$ cat config.mk
export PLATFORM = sky130hd
export DESIGN_NAME = small_value_set_store_core_flat
export DESIGN_NICKNAME = d
export VERILOG_FILES = /design/src/svss_pkg.sv /design/src/svss_in_if.sv /design/src/svss_out_if.sv /design/src/svss_cfg_if.sv /design/src/svss_cell.sv /design/src/small_value_set_store_core.sv /design/src/flat_wrapper.sv
export SDC_FILE = /design/constraint.sdc
export NUM_CORES = 1
export LEC_CHECK = 0
export ABC_CLOCK_PERIOD_IN_PS = 12400
export BUFFER_PORTS_ARGS = -buffer_cell sky130_fd_sc_hd__buf_2
export CAP_MARGIN = 15
export CORE_AREA = 8 8 208 408
export CTS_CLUSTER_SIZE = 20
export DETAILED_ROUTE_END_ITERATION = 10
export DIE_AREA = 0 0 216 416
export GPL_ROUTABILITY_DRIVEN = 0
export PLACE_DENSITY = 0.54
export RECOVER_POWER = 50
export SLEW_MARGIN = 20
export SYNTH_ARGS = -nofsm -noshare
export SYNTH_HDL_FRONTEND = slang
export SYNTH_SLANG_ARGS = --single-unit
$ cat constraint.sdc
create_clock -name clk_i -period 12.4 [get_ports clk_i]
set_input_delay 1.24 -clock clk_i [delete_from_list [all_inputs] [get_ports clk_i]]
set_output_delay 1.24 -clock clk_i [all_outputs]
set_load 0.01 [all_outputs]
$ cat src/svss_pkg.sv
// shared types and constants for the small value set store
package svss_pkg;

  localparam int unsigned CapacityDefault = 16;
  localparam int unsigned ValueW = 32;
  localparam int unsigned LimitW = 5;
  localparam logic [LimitW-1:0] LimitReset = 5'd16;

  typedef enum logic [1:0] {
    OP_INSERT = 2'd0,
    OP_DELETE = 2'd1,
    OP_FIND   = 2'd2,
    OP_CLEAR  = 2'd3
  } op_e;

  typedef enum logic [1:0] {
    ST_OK   = 2'd0,
    ST_MISS = 2'd1,
    ST_FULL = 2'd2
  } status_e;

  // broadcast from the controller to every cell
  typedef struct packed {
    logic              cmp;
    logic              ins;
    logic              del;
    logic              clr;
    logic [ValueW-1:0] value;
  } cell_cmd_t;

endpackage

$ cat src/svss_in_if.sv
// input channel: operation and value
interface svss_in_if;
  logic               valid;
  logic               ready;
  logic [1:0]         op;
  logic signed [31:0] value;

  modport source (output valid, output op, output value, input ready);
  modport sink (input valid, input op, input value, output ready);
endinterface

$ cat src/svss_out_if.sv
// result channel: status, position and count
interface svss_out_if;
  logic       valid;
  logic       ready;
  logic [1:0] status;
  logic [3:0] position;
  logic [4:0] count;

  modport source (output valid, output status, output position, output count, input ready);
  modport sink (input valid, input status, input position, input count, output ready);
endinterface

$ cat src/svss_cfg_if.sv
// configuration write channel for the size limit
interface svss_cfg_if;
  logic       valid;
  logic       ready;
  logic [4:0] data;

  modport source (output valid, output data, input ready);
  modport sink (input valid, input data, output ready);
endinterface

$ cat src/svss_cell.sv
// one storage cell: entry, valid bit, match flag, shift from upper neighbor
module svss_cell #(
  parameter int unsigned Index = 0,
  parameter int unsigned CntW  = 5
) (
  input  logic                      clk_i,
  input  logic                      rst_ni,
  input  svss_pkg::cell_cmd_t       cmd_i,
  input  logic [CntW-1:0]           count_i,
  input  logic                      shift_i,
  input  logic [svss_pkg::ValueW-1:0] nxt_entry_i,
  input  logic                      nxt_valid_i,
  output logic [svss_pkg::ValueW-1:0] entry_o,
  output logic                      valid_o,
  output logic                      hit_o
);
  import svss_pkg::*;

  logic [ValueW-1:0] entry_q, entry_d;
  logic              valid_q, valid_d;
  logic              hit_q;
  logic              load_here;

  assign load_here = cmd_i.ins && (count_i == CntW'(Index));

  always_comb begin
    entry_d = entry_q;
    valid_d = valid_q;
    if (cmd_i.clr) begin
      valid_d = 1'b0;
    end else if (load_here) begin
      entry_d = cmd_i.value;
      valid_d = 1'b1;
    end else if (cmd_i.del && shift_i) begin
      // take the upper neighbor's word to close the gap
      entry_d = nxt_entry_i;
      valid_d = nxt_valid_i;
    end
  end

  always_ff @(posedge clk_i or negedge rst_ni) begin
    if (!rst_ni) begin
      valid_q <= 1'b0;
    end else begin
      valid_q <= valid_d;
    end
  end

  always_ff @(posedge clk_i) begin
    entry_q <= entry_d;
    if (cmd_i.cmp) begin
      hit_q <= valid_q && (entry_q == cmd_i.value);
    end
  end

  assign entry_o = entry_q;
  assign valid_o = valid_q;
  assign hit_o   = hit_q;

endmodule

$ cat src/small_value_set_store_core.sv
// top level: controller and the row of storage cells
//
//   channel  | dir | fields                  | accepted when
//   in_i     | in  | op, value               | valid & ready
//   out_o    | out | status, position, count | valid & ready
//   cfg_i    | in  | data (size limit)       | valid & ready
//
// an item goes through accept, compare in every cell, then update and result
// the compare stage registers each cell's match flag before the shift/insert
// the result sits in an output register, so the next item is taken while it waits
// a stalled result holds the update stage; reset empties the set, no clearing pass
module small_value_set_store_core #(
  parameter int unsigned Capacity = svss_pkg::CapacityDefault
) (
  input  logic        clk_i,
  input  logic        rst_ni,
  svss_in_if.sink     in_i,
  svss_out_if.source  out_o,
  svss_cfg_if.sink    cfg_i
);
  import svss_pkg::*;

  localparam int unsigned CntW = $clog2(Capacity + 1);
  localparam int unsigned PosW = $clog2(Capacity);
  localparam int unsigned CmpW = (CntW > LimitW) ? CntW : LimitW;

  typedef enum logic [1:0] {
    S_IDLE,
    S_CMP,
    S_EXEC
  } state_e;

  state_e            state_q;
  op_e               op_q;
  logic [ValueW-1:0] value_q;
  logic [CntW-1:0]   count_q;
  logic [LimitW-1:0] limit_q;
  logic              out_valid_q;
  status_e           status_q;
  logic [3:0]        pos_q;
  logic [4:0]        cnt_out_q;

  cell_cmd_t         cmd;
  logic              fire;
  logic [Capacity-1:0] hit_vec, valid_vec, ge_vec;
  logic [ValueW-1:0] entry_vec [Capacity+1];
  logic [Capacity:0] nvalid_vec;
  logic              hit_any;
  logic [PosW-1:0]   hit_pos;
  logic [CmpW-1:0]   limit_eff, count_ext;
  status_e           status_d;
  logic [PosW-1:0]   pos_d;
  logic [CntW-1:0]   count_d;
  logic              ins_ok, del_ok;

  assign in_i.ready  = (state_q == S_IDLE);
  assign cfg_i.ready = 1'b1;
  assign fire = (state_q == S_EXEC) && (!out_valid_q || out_o.ready);

  // match position: at most one cell hits since the entries are distinct
  always_comb begin
    hit_pos = '0;
    for (int unsigned i = 0; i < Capacity; i++) begin
      if (hit_vec[i]) begin
        hit_pos = hit_pos | PosW'(i);
      end
    end
  end

  // cells at or above the deleted one take their upper neighbor's word
  always_comb begin
    for (int unsigned i = 0; i < Capacity; i++) begin
      ge_vec[i] = |(hit_vec & ({Capacity{1'b1}} >> (Capacity - 1 - i)));
    end
  end

  assign hit_any   = |hit_vec;
  assign limit_eff = (CmpW'(limit_q) > CmpW'(Capacity)) ? CmpW'(Capacity) : CmpW'(limit_q);
  assign count_ext = CmpW'(count_q);

  always_comb begin
    status_d = ST_OK;
    pos_d    = '0;
    count_d  = count_q;
    ins_ok   = 1'b0;
    del_ok   = 1'b0;
    unique case (op_q)
      OP_INSERT: begin
        if (hit_any) begin
          status_d = ST_MISS;
        end else if (count_ext >= limit_eff) begin
          status_d = ST_FULL;
        end else begin
          ins_ok  = 1'b1;
          pos_d   = PosW'(count_q);
          count_d = count_q + 1'b1;
        end
      end
      OP_DELETE: begin
        if (!hit_any) begin
          status_d = ST_MISS;
        end else begin
          del_ok  = 1'b1;
          count_d = count_q - 1'b1;
        end
      end
      OP_FIND: begin
        if (!hit_any) begin
          status_d = ST_MISS;
        end else begin
          pos_d = hit_pos;
        end
      end
      OP_CLEAR: begin
        count_d = '0;
      end
      default: begin
        status_d = ST_OK;
      end
    endcase
  end

  always_comb begin
    cmd.cmp   = (state_q == S_CMP);
    cmd.ins   = fire && ins_ok;
    cmd.del   = fire && del_ok;
    cmd.clr   = fire && (op_q == OP_CLEAR);
    cmd.value = value_q;
  end

  assign entry_vec[Capacity]  = '0;
  assign nvalid_vec[Capacity] = 1'b0;

  for (genvar g = 0; g < Capacity; g++) begin : g_cell
    svss_cell #(
      .Index (g),
      .CntW  (CntW)
    ) u_cell (
      .clk_i       (clk_i),
      .rst_ni      (rst_ni),
      .cmd_i       (cmd),
      .count_i     (count_q),
      .shift_i     (ge_vec[g]),
      .nxt_entry_i (entry_vec[g+1]),
      .nxt_valid_i (nvalid_vec[g+1]),
      .entry_o     (entry_vec[g]),
      .valid_o     (nvalid_vec[g]),
      .hit_o       (hit_vec[g])
    );
  end

  assign valid_vec = nvalid_vec[Capacity-1:0];

  always_ff @(posedge clk_i or negedge rst_ni) begin
    if (!rst_ni) begin
      state_q     <= S_IDLE;
      count_q     <= '0;
      limit_q     <= LimitReset;
      out_valid_q <= 1'b0;
    end else begin
      if (cfg_i.valid) begin
        limit_q <= cfg_i.data;
      end
      if (fire) begin
        out_valid_q <= 1'b1;
      end else if (out_o.ready) begin
        out_valid_q <= 1'b0;
      end
      unique case (state_q)
        S_IDLE: begin
          if (in_i.valid) begin
            state_q <= S_CMP;
          end
        end
        S_CMP: begin
          state_q <= S_EXEC;
        end
        S_EXEC: begin
          if (fire) begin
            count_q <= count_d;
            state_q <= S_IDLE;
          end
        end
        default: begin
          state_q <= S_IDLE;
        end
      endcase
    end
  end

  always_ff @(posedge clk_i) begin
    if (in_i.valid && in_i.ready) begin
      op_q    <= op_e'(in_i.op);
      value_q <= in_i.value;
    end
    if (fire) begin
      status_q  <= status_d;
      pos_q     <= 4'(pos_d);
      cnt_out_q <= 5'(count_d);
    end
  end

  assign out_o.valid    = out_valid_q;
  assign out_o.status   = status_q;
  assign out_o.position = pos_q;
  assign out_o.count    = cnt_out_q;

  a_count_bound: assert property (@(posedge clk_i) disable iff (!rst_ni)
    count_q <= CntW'(Capacity))
    else $error("entry count above capacity");

  a_valid_matches_count: assert property (@(posedge clk_i) disable iff (!rst_ni)
    $countones(valid_vec) == int'(count_q))
    else $error("cell valid bits disagree with entry count");

  a_single_hit: assert property (@(posedge clk_i) disable iff (!rst_ni)
    (state_q == S_EXEC) |-> $onehot0(hit_vec))
    else $error("value matched in more than one cell");

  a_clear_empties: assert property (@(posedge clk_i) disable iff (!rst_ni)
    (fire && op_q == OP_CLEAR) |=> (count_q == '0) && (valid_vec == '0))
    else $error("clear left entries behind");

endmodule

$ cat src/flat_wrapper.sv
// flat-port wrapper written by rule: the top's interface ports become plain ports
module small_value_set_store_core_flat import svss_pkg::*;
#(
  parameter int unsigned Capacity = svss_pkg::CapacityDefault
)
  (clk_i, rst_ni, in_i_valid, in_i_op, in_i_value, in_i_ready, out_o_valid, out_o_status, out_o_position, out_o_count, out_o_ready, cfg_i_valid, cfg_i_data, cfg_i_ready);
  svss_in_if in_i_i ();
  svss_out_if out_o_i ();
  svss_cfg_if cfg_i_i ();
  input  logic clk_i;
  input  logic rst_ni;
  input wire logic [$bits(in_i_i.valid)-1:0] in_i_valid;
  input wire logic [$bits(in_i_i.op)-1:0] in_i_op;
  input wire logic [$bits(in_i_i.value)-1:0] in_i_value;
  output wire logic [$bits(in_i_i.ready)-1:0] in_i_ready;
  output wire logic [$bits(out_o_i.valid)-1:0] out_o_valid;
  output wire logic [$bits(out_o_i.status)-1:0] out_o_status;
  output wire logic [$bits(out_o_i.position)-1:0] out_o_position;
  output wire logic [$bits(out_o_i.count)-1:0] out_o_count;
  input wire logic [$bits(out_o_i.ready)-1:0] out_o_ready;
  input wire logic [$bits(cfg_i_i.valid)-1:0] cfg_i_valid;
  input wire logic [$bits(cfg_i_i.data)-1:0] cfg_i_data;
  output wire logic [$bits(cfg_i_i.ready)-1:0] cfg_i_ready;
  assign in_i_i.valid = in_i_valid;
  assign in_i_i.op = in_i_op;
  assign in_i_i.value = in_i_value;
  assign in_i_ready = in_i_i.ready;
  assign out_o_valid = out_o_i.valid;
  assign out_o_status = out_o_i.status;
  assign out_o_position = out_o_i.position;
  assign out_o_count = out_o_i.count;
  assign out_o_i.ready = out_o_ready;
  assign cfg_i_i.valid = cfg_i_valid;
  assign cfg_i_i.data = cfg_i_data;
  assign cfg_i_ready = cfg_i_i.ready;
  small_value_set_store_core #(.Capacity(Capacity)) u_core (.clk_i(clk_i), .rst_ni(rst_ni), .in_i(in_i_i), .out_o(out_o_i), .cfg_i(cfg_i_i));
endmodule
==> results.txt <==
----------------------------------------------------
[Status]
  Run status ... finished, violations left
  Violated checks ... capacitance limit, slew limit

[Synth]
  Fraction of synthesis flops using an asynchronous set or reset pin ... 0.04817
  Post-synth net total ... 2303
  Count of flip-flops with a built-in enable after synthesis ... 573
  Post-synthesis instance area ... 31510 um^2
  Leading register cell type out of synthesis ... sky130_fd_sc_hd__edfxtp_1
  Distinct cell type count of the synthesized netlist ... just over 60
  Count of state elements after synthesis ... 602
  Post-Synthesis Mean Instance Area ... 14.05 um^2
  Yosys warns ... 0
  Sequential fraction of the synthesis area ... 0.5692
  Cell count after synthesis ... 2243

[Power and ir drop]
  Power per cell area ... 149.8 nW/um^2
  VDD IR max ... 0.1066 mV
  Static power due to leakage ... 11.15 nW

[Detailed routing]
  Top layer used by detailed routing ... met4
  Met2 WL ... roughly 43000 um
  Number of routed nets with antenna violations ... 0
  DR DRC count ... 0
  Vias after detailed routing ... between 15000 and 20000
  Sum of routed wire segments on met1 ... 38750 um
  Drt first pass iters ... 5
  Sum of met3 wire segment lengths after detailed routing ... 3311 um
  Via-per-instance ratio ... 5.402
  Detail-routed net length per standard cell ... 26.49 um
  Aggregate routed wire length ... 88030 um
  Number of violations reported at the end of detailed-routing iteration 0 ... 1269

[Final layout]
  Synth-to-layout area growth ... 10.59%
  Final std cell area, no fill ... 34840 um^2
  Layout cells sized above 1 ... 0.2939
  Layout net count ... around 2300
  Final antenna diode count ... 0
  Number of filler cells placed in the layout ... 7281

[Global route]
  Via count of the first global-routing pass ... about 19000
  Largest net degree at the start of global routing ... 35
  Global route overflow ... 0
  Total routing resource utilization after global routing ... 0.1927
  Global-route wire length before repair ... between 100000 and 150000 um
  Antenna violations before repair ... 1

[Critical path]
  Slowest cell delay on critical path ... 1.37 ns
  Worst-path maximum fanout ... 33
  Critical setup path kind ... reg2reg
  Count of buffering cells on the critical path with inverters included ... 2
  Most Frequent Cell on Critical Path ... sky130_fd_sc_hd__clkbuf_1
  Critical path launch point type ... register
  Critical path required time ... 12.64 ns
  Library cell contributing the largest single delay on the critical path ... sky130_fd_sc_hd__clkbuf_1
  Category of the worst setup path capture point ... register
  Worst endpoint data arrival time ... 6.08 ns
  CP Cell Sequence ... nor4_1 -> and4_1 -> o2111ai_1 -> nor4_4 -> clkbuf_1 -> nor2_1 -> nor2_2 -> clkbuf_1
  Cell family with the largest share of critical-path delay ... buffers and inverters

[CTS]
  Buffers from clock root to sink, at most ... 3
  Clock sink total ... 602
  Hold Buf Count CTS ... 0
  # H-tree levels ... 2
  Number of buffers added for setup after CTS ... 0
  Clock tree from TritonCTS ... yes
  Number of buffers added by the clock tree synthesis step ... between 50 and 60
  Post-cts resize count ... 0
  Reg clk slew, reported paths ... 0.07 ns
  Clk Latency, worst-skew pair ... 0.64 ns
  Clock Root Buffer ... sky130_fd_sc_hd__clkbuf_16

[STA]
  Rel. slew slack ... -1.019
  Number of endpoints failing setup at the final stage ... 0
  Total negative slack for setup checks ... 0 ns
  Final Hold Violating Endpoints ... 0
  Post-layout min period ... between 5 and 6 ns
  Share of the cycle needed by the critical path after routing ... 0.4713
  Maximum operating frequency ... ~170 MHz
  Final Slew Violations ... 558
  Worst hold-check slack ... 0.5207 ns
  Clock skew ... between 0.02 and 0.025 ns
  Transition time at the pin with the least slew margin ... 3.028 ns
  Unrepaired setup endpoints after global routing ... no

[Flow run]
  Max-cap viol count ... 18

[Place]
  Instance area at placement ... around 33000 um^2
  Total half-perimeter wirelength after legalization and detailed placement ... approximately 60000 um
  Port-buffer cells ... 56

[Floorplanning]
  Number of top-level design ports ... 58
  Vertical die dimension ... 416 um
  Die Footprint ... 89860 um^2
  Site Rows ... 147
  Initial standard-cell utilization of the core ... 0.3947
  Die span in x ... 216 um
  Area of the placeable core ... 79820 um^2

[Min path]
  Class of the tightest hold or removal check ... reg2reg

----------------------------------------------------
==> cell type report <==
type,count,area [um^2],area share
clock buffer,71,1543,0.04428
clock inverter,40,402.9,0.01156
multi-input combinational,1430,12810,0.3676
tap,1043,1305,0.03745
sequential,602,17930,0.5147
timing repair buffer,120,785.8,0.02255
inverter,17,63.81,0.001831
==> final timing paths <==
| check | endpoint | slack [ns] | cells past startpoint | startpoint |
|---|---|---|---|---|
| max | u_core.g_cell[12].u_cell.entry_o[13] | 6.56 | 8 | u_core.g_cell[1].u_cell.hit_o |
| min | u_core.limit_q[0] | 0.52 | 1 | u_core.limit_q[0] |
| max reg2reg | u_core.g_cell[12].u_cell.entry_o[13] | 6.56 | 8 | u_core.g_cell[1].u_cell.hit_o |
| min reg2reg | u_core.limit_q[0] | 0.52 | 1 | u_core.limit_q[0] |
| max in group asynchronous | u_core.out_o.valid | 10.12 | 1 | rst_ni |
| min in group asynchronous | u_core.g_cell[14].u_cell.valid_o | 1.14 | 1 | rst_ni |
==> flip-flops by register name, summed over array words and instances, names as in the netlist, 2 cells and up <==
register and cells:
u_core.op_q 2, u_core.out_o.position 4, u_core.out_o.count 5, u_core.state_q 2, u_core.g_cell.u_cell.entry_o 512, u_core.g_cell.u_cell.valid_o 16
u_core.out_o.status 2, u_core.value_q 32, u_core.count_ext 5, u_core.g_cell.u_cell.hit_o 16, u_core.limit_q 5
==> layer usage <==
metal,up-vias,global-route usage
met5,-,0
li1,8245,-
met2,406,0.3234
met4,0,0.06357
met1,9178,0.2554
met3,121,0.02506
==> through the flow <==
step           power (mW)    util  worst slack (ns)  std cells
3_5_place_dp        3.413  0.4134             7.206       3209
3_3_place_gp        3.406  0.4128             7.295       3207
6_report            5.218  0.4365             6.556       3323
4_1_cts             5.284  0.4378             7.839       3320
2_1_floorplan       3.081       -             7.422       2243
5_1_grt             5.420  0.4365             6.117       3323
==> cell usage after synthesis, types with 20 or more instances <==
cell type                    n  area [um^2]
sky130_fd_sc_hd__a21oi_1    37        185.2
sky130_fd_sc_hd__and2_1     34        212.7
sky130_fd_sc_hd__buf_2      31        155.2
sky130_fd_sc_hd__clkbuf_1  144        540.5
sky130_fd_sc_hd__dfrtp_1    28        700.7
sky130_fd_sc_hd__edfxtp_1  573        17210
sky130_fd_sc_hd__mux2_2    476         5360
sky130_fd_sc_hd__nand2_1    27        101.4
sky130_fd_sc_hd__nand3_1    28        140.1
sky130_fd_sc_hd__nand4_1   107        669.4
sky130_fd_sc_hd__nor4_1     57        356.6
sky130_fd_sc_hd__o21ai_0    20        100.1
sky130_fd_sc_hd__xnor2_1   415         3635
sky130_fd_sc_hd__xor2_1     93        814.5
==> report_power, final <==
part | leakage, nW | total, mW | internal [mW] | switching, mW
Sequential | 5.58 | 2.50 | 2.39 | 0.115
Clock | 0.947 | 1.86 | 1.04 | 0.825
Combinational | 4.63 | 0.856 | 0.315 | 0.541
Total | 11.2 | 5.22 | 3.74 | 1.48
==> kinds of logic (layout without fill, tap and decap cells) <==
kind of cell    count (synthesis)  count (layout)  synth area share
xor+xnor                      508             508            0.1412
other cells                     1               1         0.0001190
simple gates                  314             314           0.05913
buf+inv                       211             248           0.02720
mux                           502             502            0.1787
flops                         602             602            0.5692
fa+ha+maj                      16              16          0.006354
compound gates                 89              89           0.01807
==> placed cells by master, fill, tap and decap left out, types with 10 or more instances in the layout <==
| cell type | instances |
|---|---|
| sky130_fd_sc_hd__edfxtp_1 | 573 |
| sky130_fd_sc_hd__mux2_2 | 466 |
| sky130_fd_sc_hd__clkinv_2 | 13 |
| sky130_fd_sc_hd__nand2_1 | 35 |
| sky130_fd_sc_hd__clkbuf_16 | 60 |
| sky130_fd_sc_hd__dfrtp_1 | 28 |
| sky130_fd_sc_hd__mux2_1 | 19 |
| sky130_fd_sc_hd__a21oi_4 | 11 |
| sky130_fd_sc_hd__nand4_1 | 107 |
| sky130_fd_sc_hd__a21oi_1 | 25 |
| sky130_fd_sc_hd__mux2i_1 | 17 |
| sky130_fd_sc_hd__inv_1 | 17 |
| sky130_fd_sc_hd__nor4_1 | 59 |
| sky130_fd_sc_hd__buf_4 | 51 |
| sky130_fd_sc_hd__clkinv_1 | 10 |
| sky130_fd_sc_hd__and2_1 | 24 |
| sky130_fd_sc_hd__buf_2 | 39 |
| sky130_fd_sc_hd__nor2_1 | 17 |
| sky130_fd_sc_hd__clkbuf_1 | 37 |
| sky130_fd_sc_hd__xnor2_1 | 415 |
| sky130_fd_sc_hd__xor2_1 | 93 |
| sky130_fd_sc_hd__ha_1 | 16 |
| sky130_fd_sc_hd__o21ai_0 | 20 |
| sky130_fd_sc_hd__nand3_1 | 28 |
Note: power is estimated with default switching activity, not from simulation.
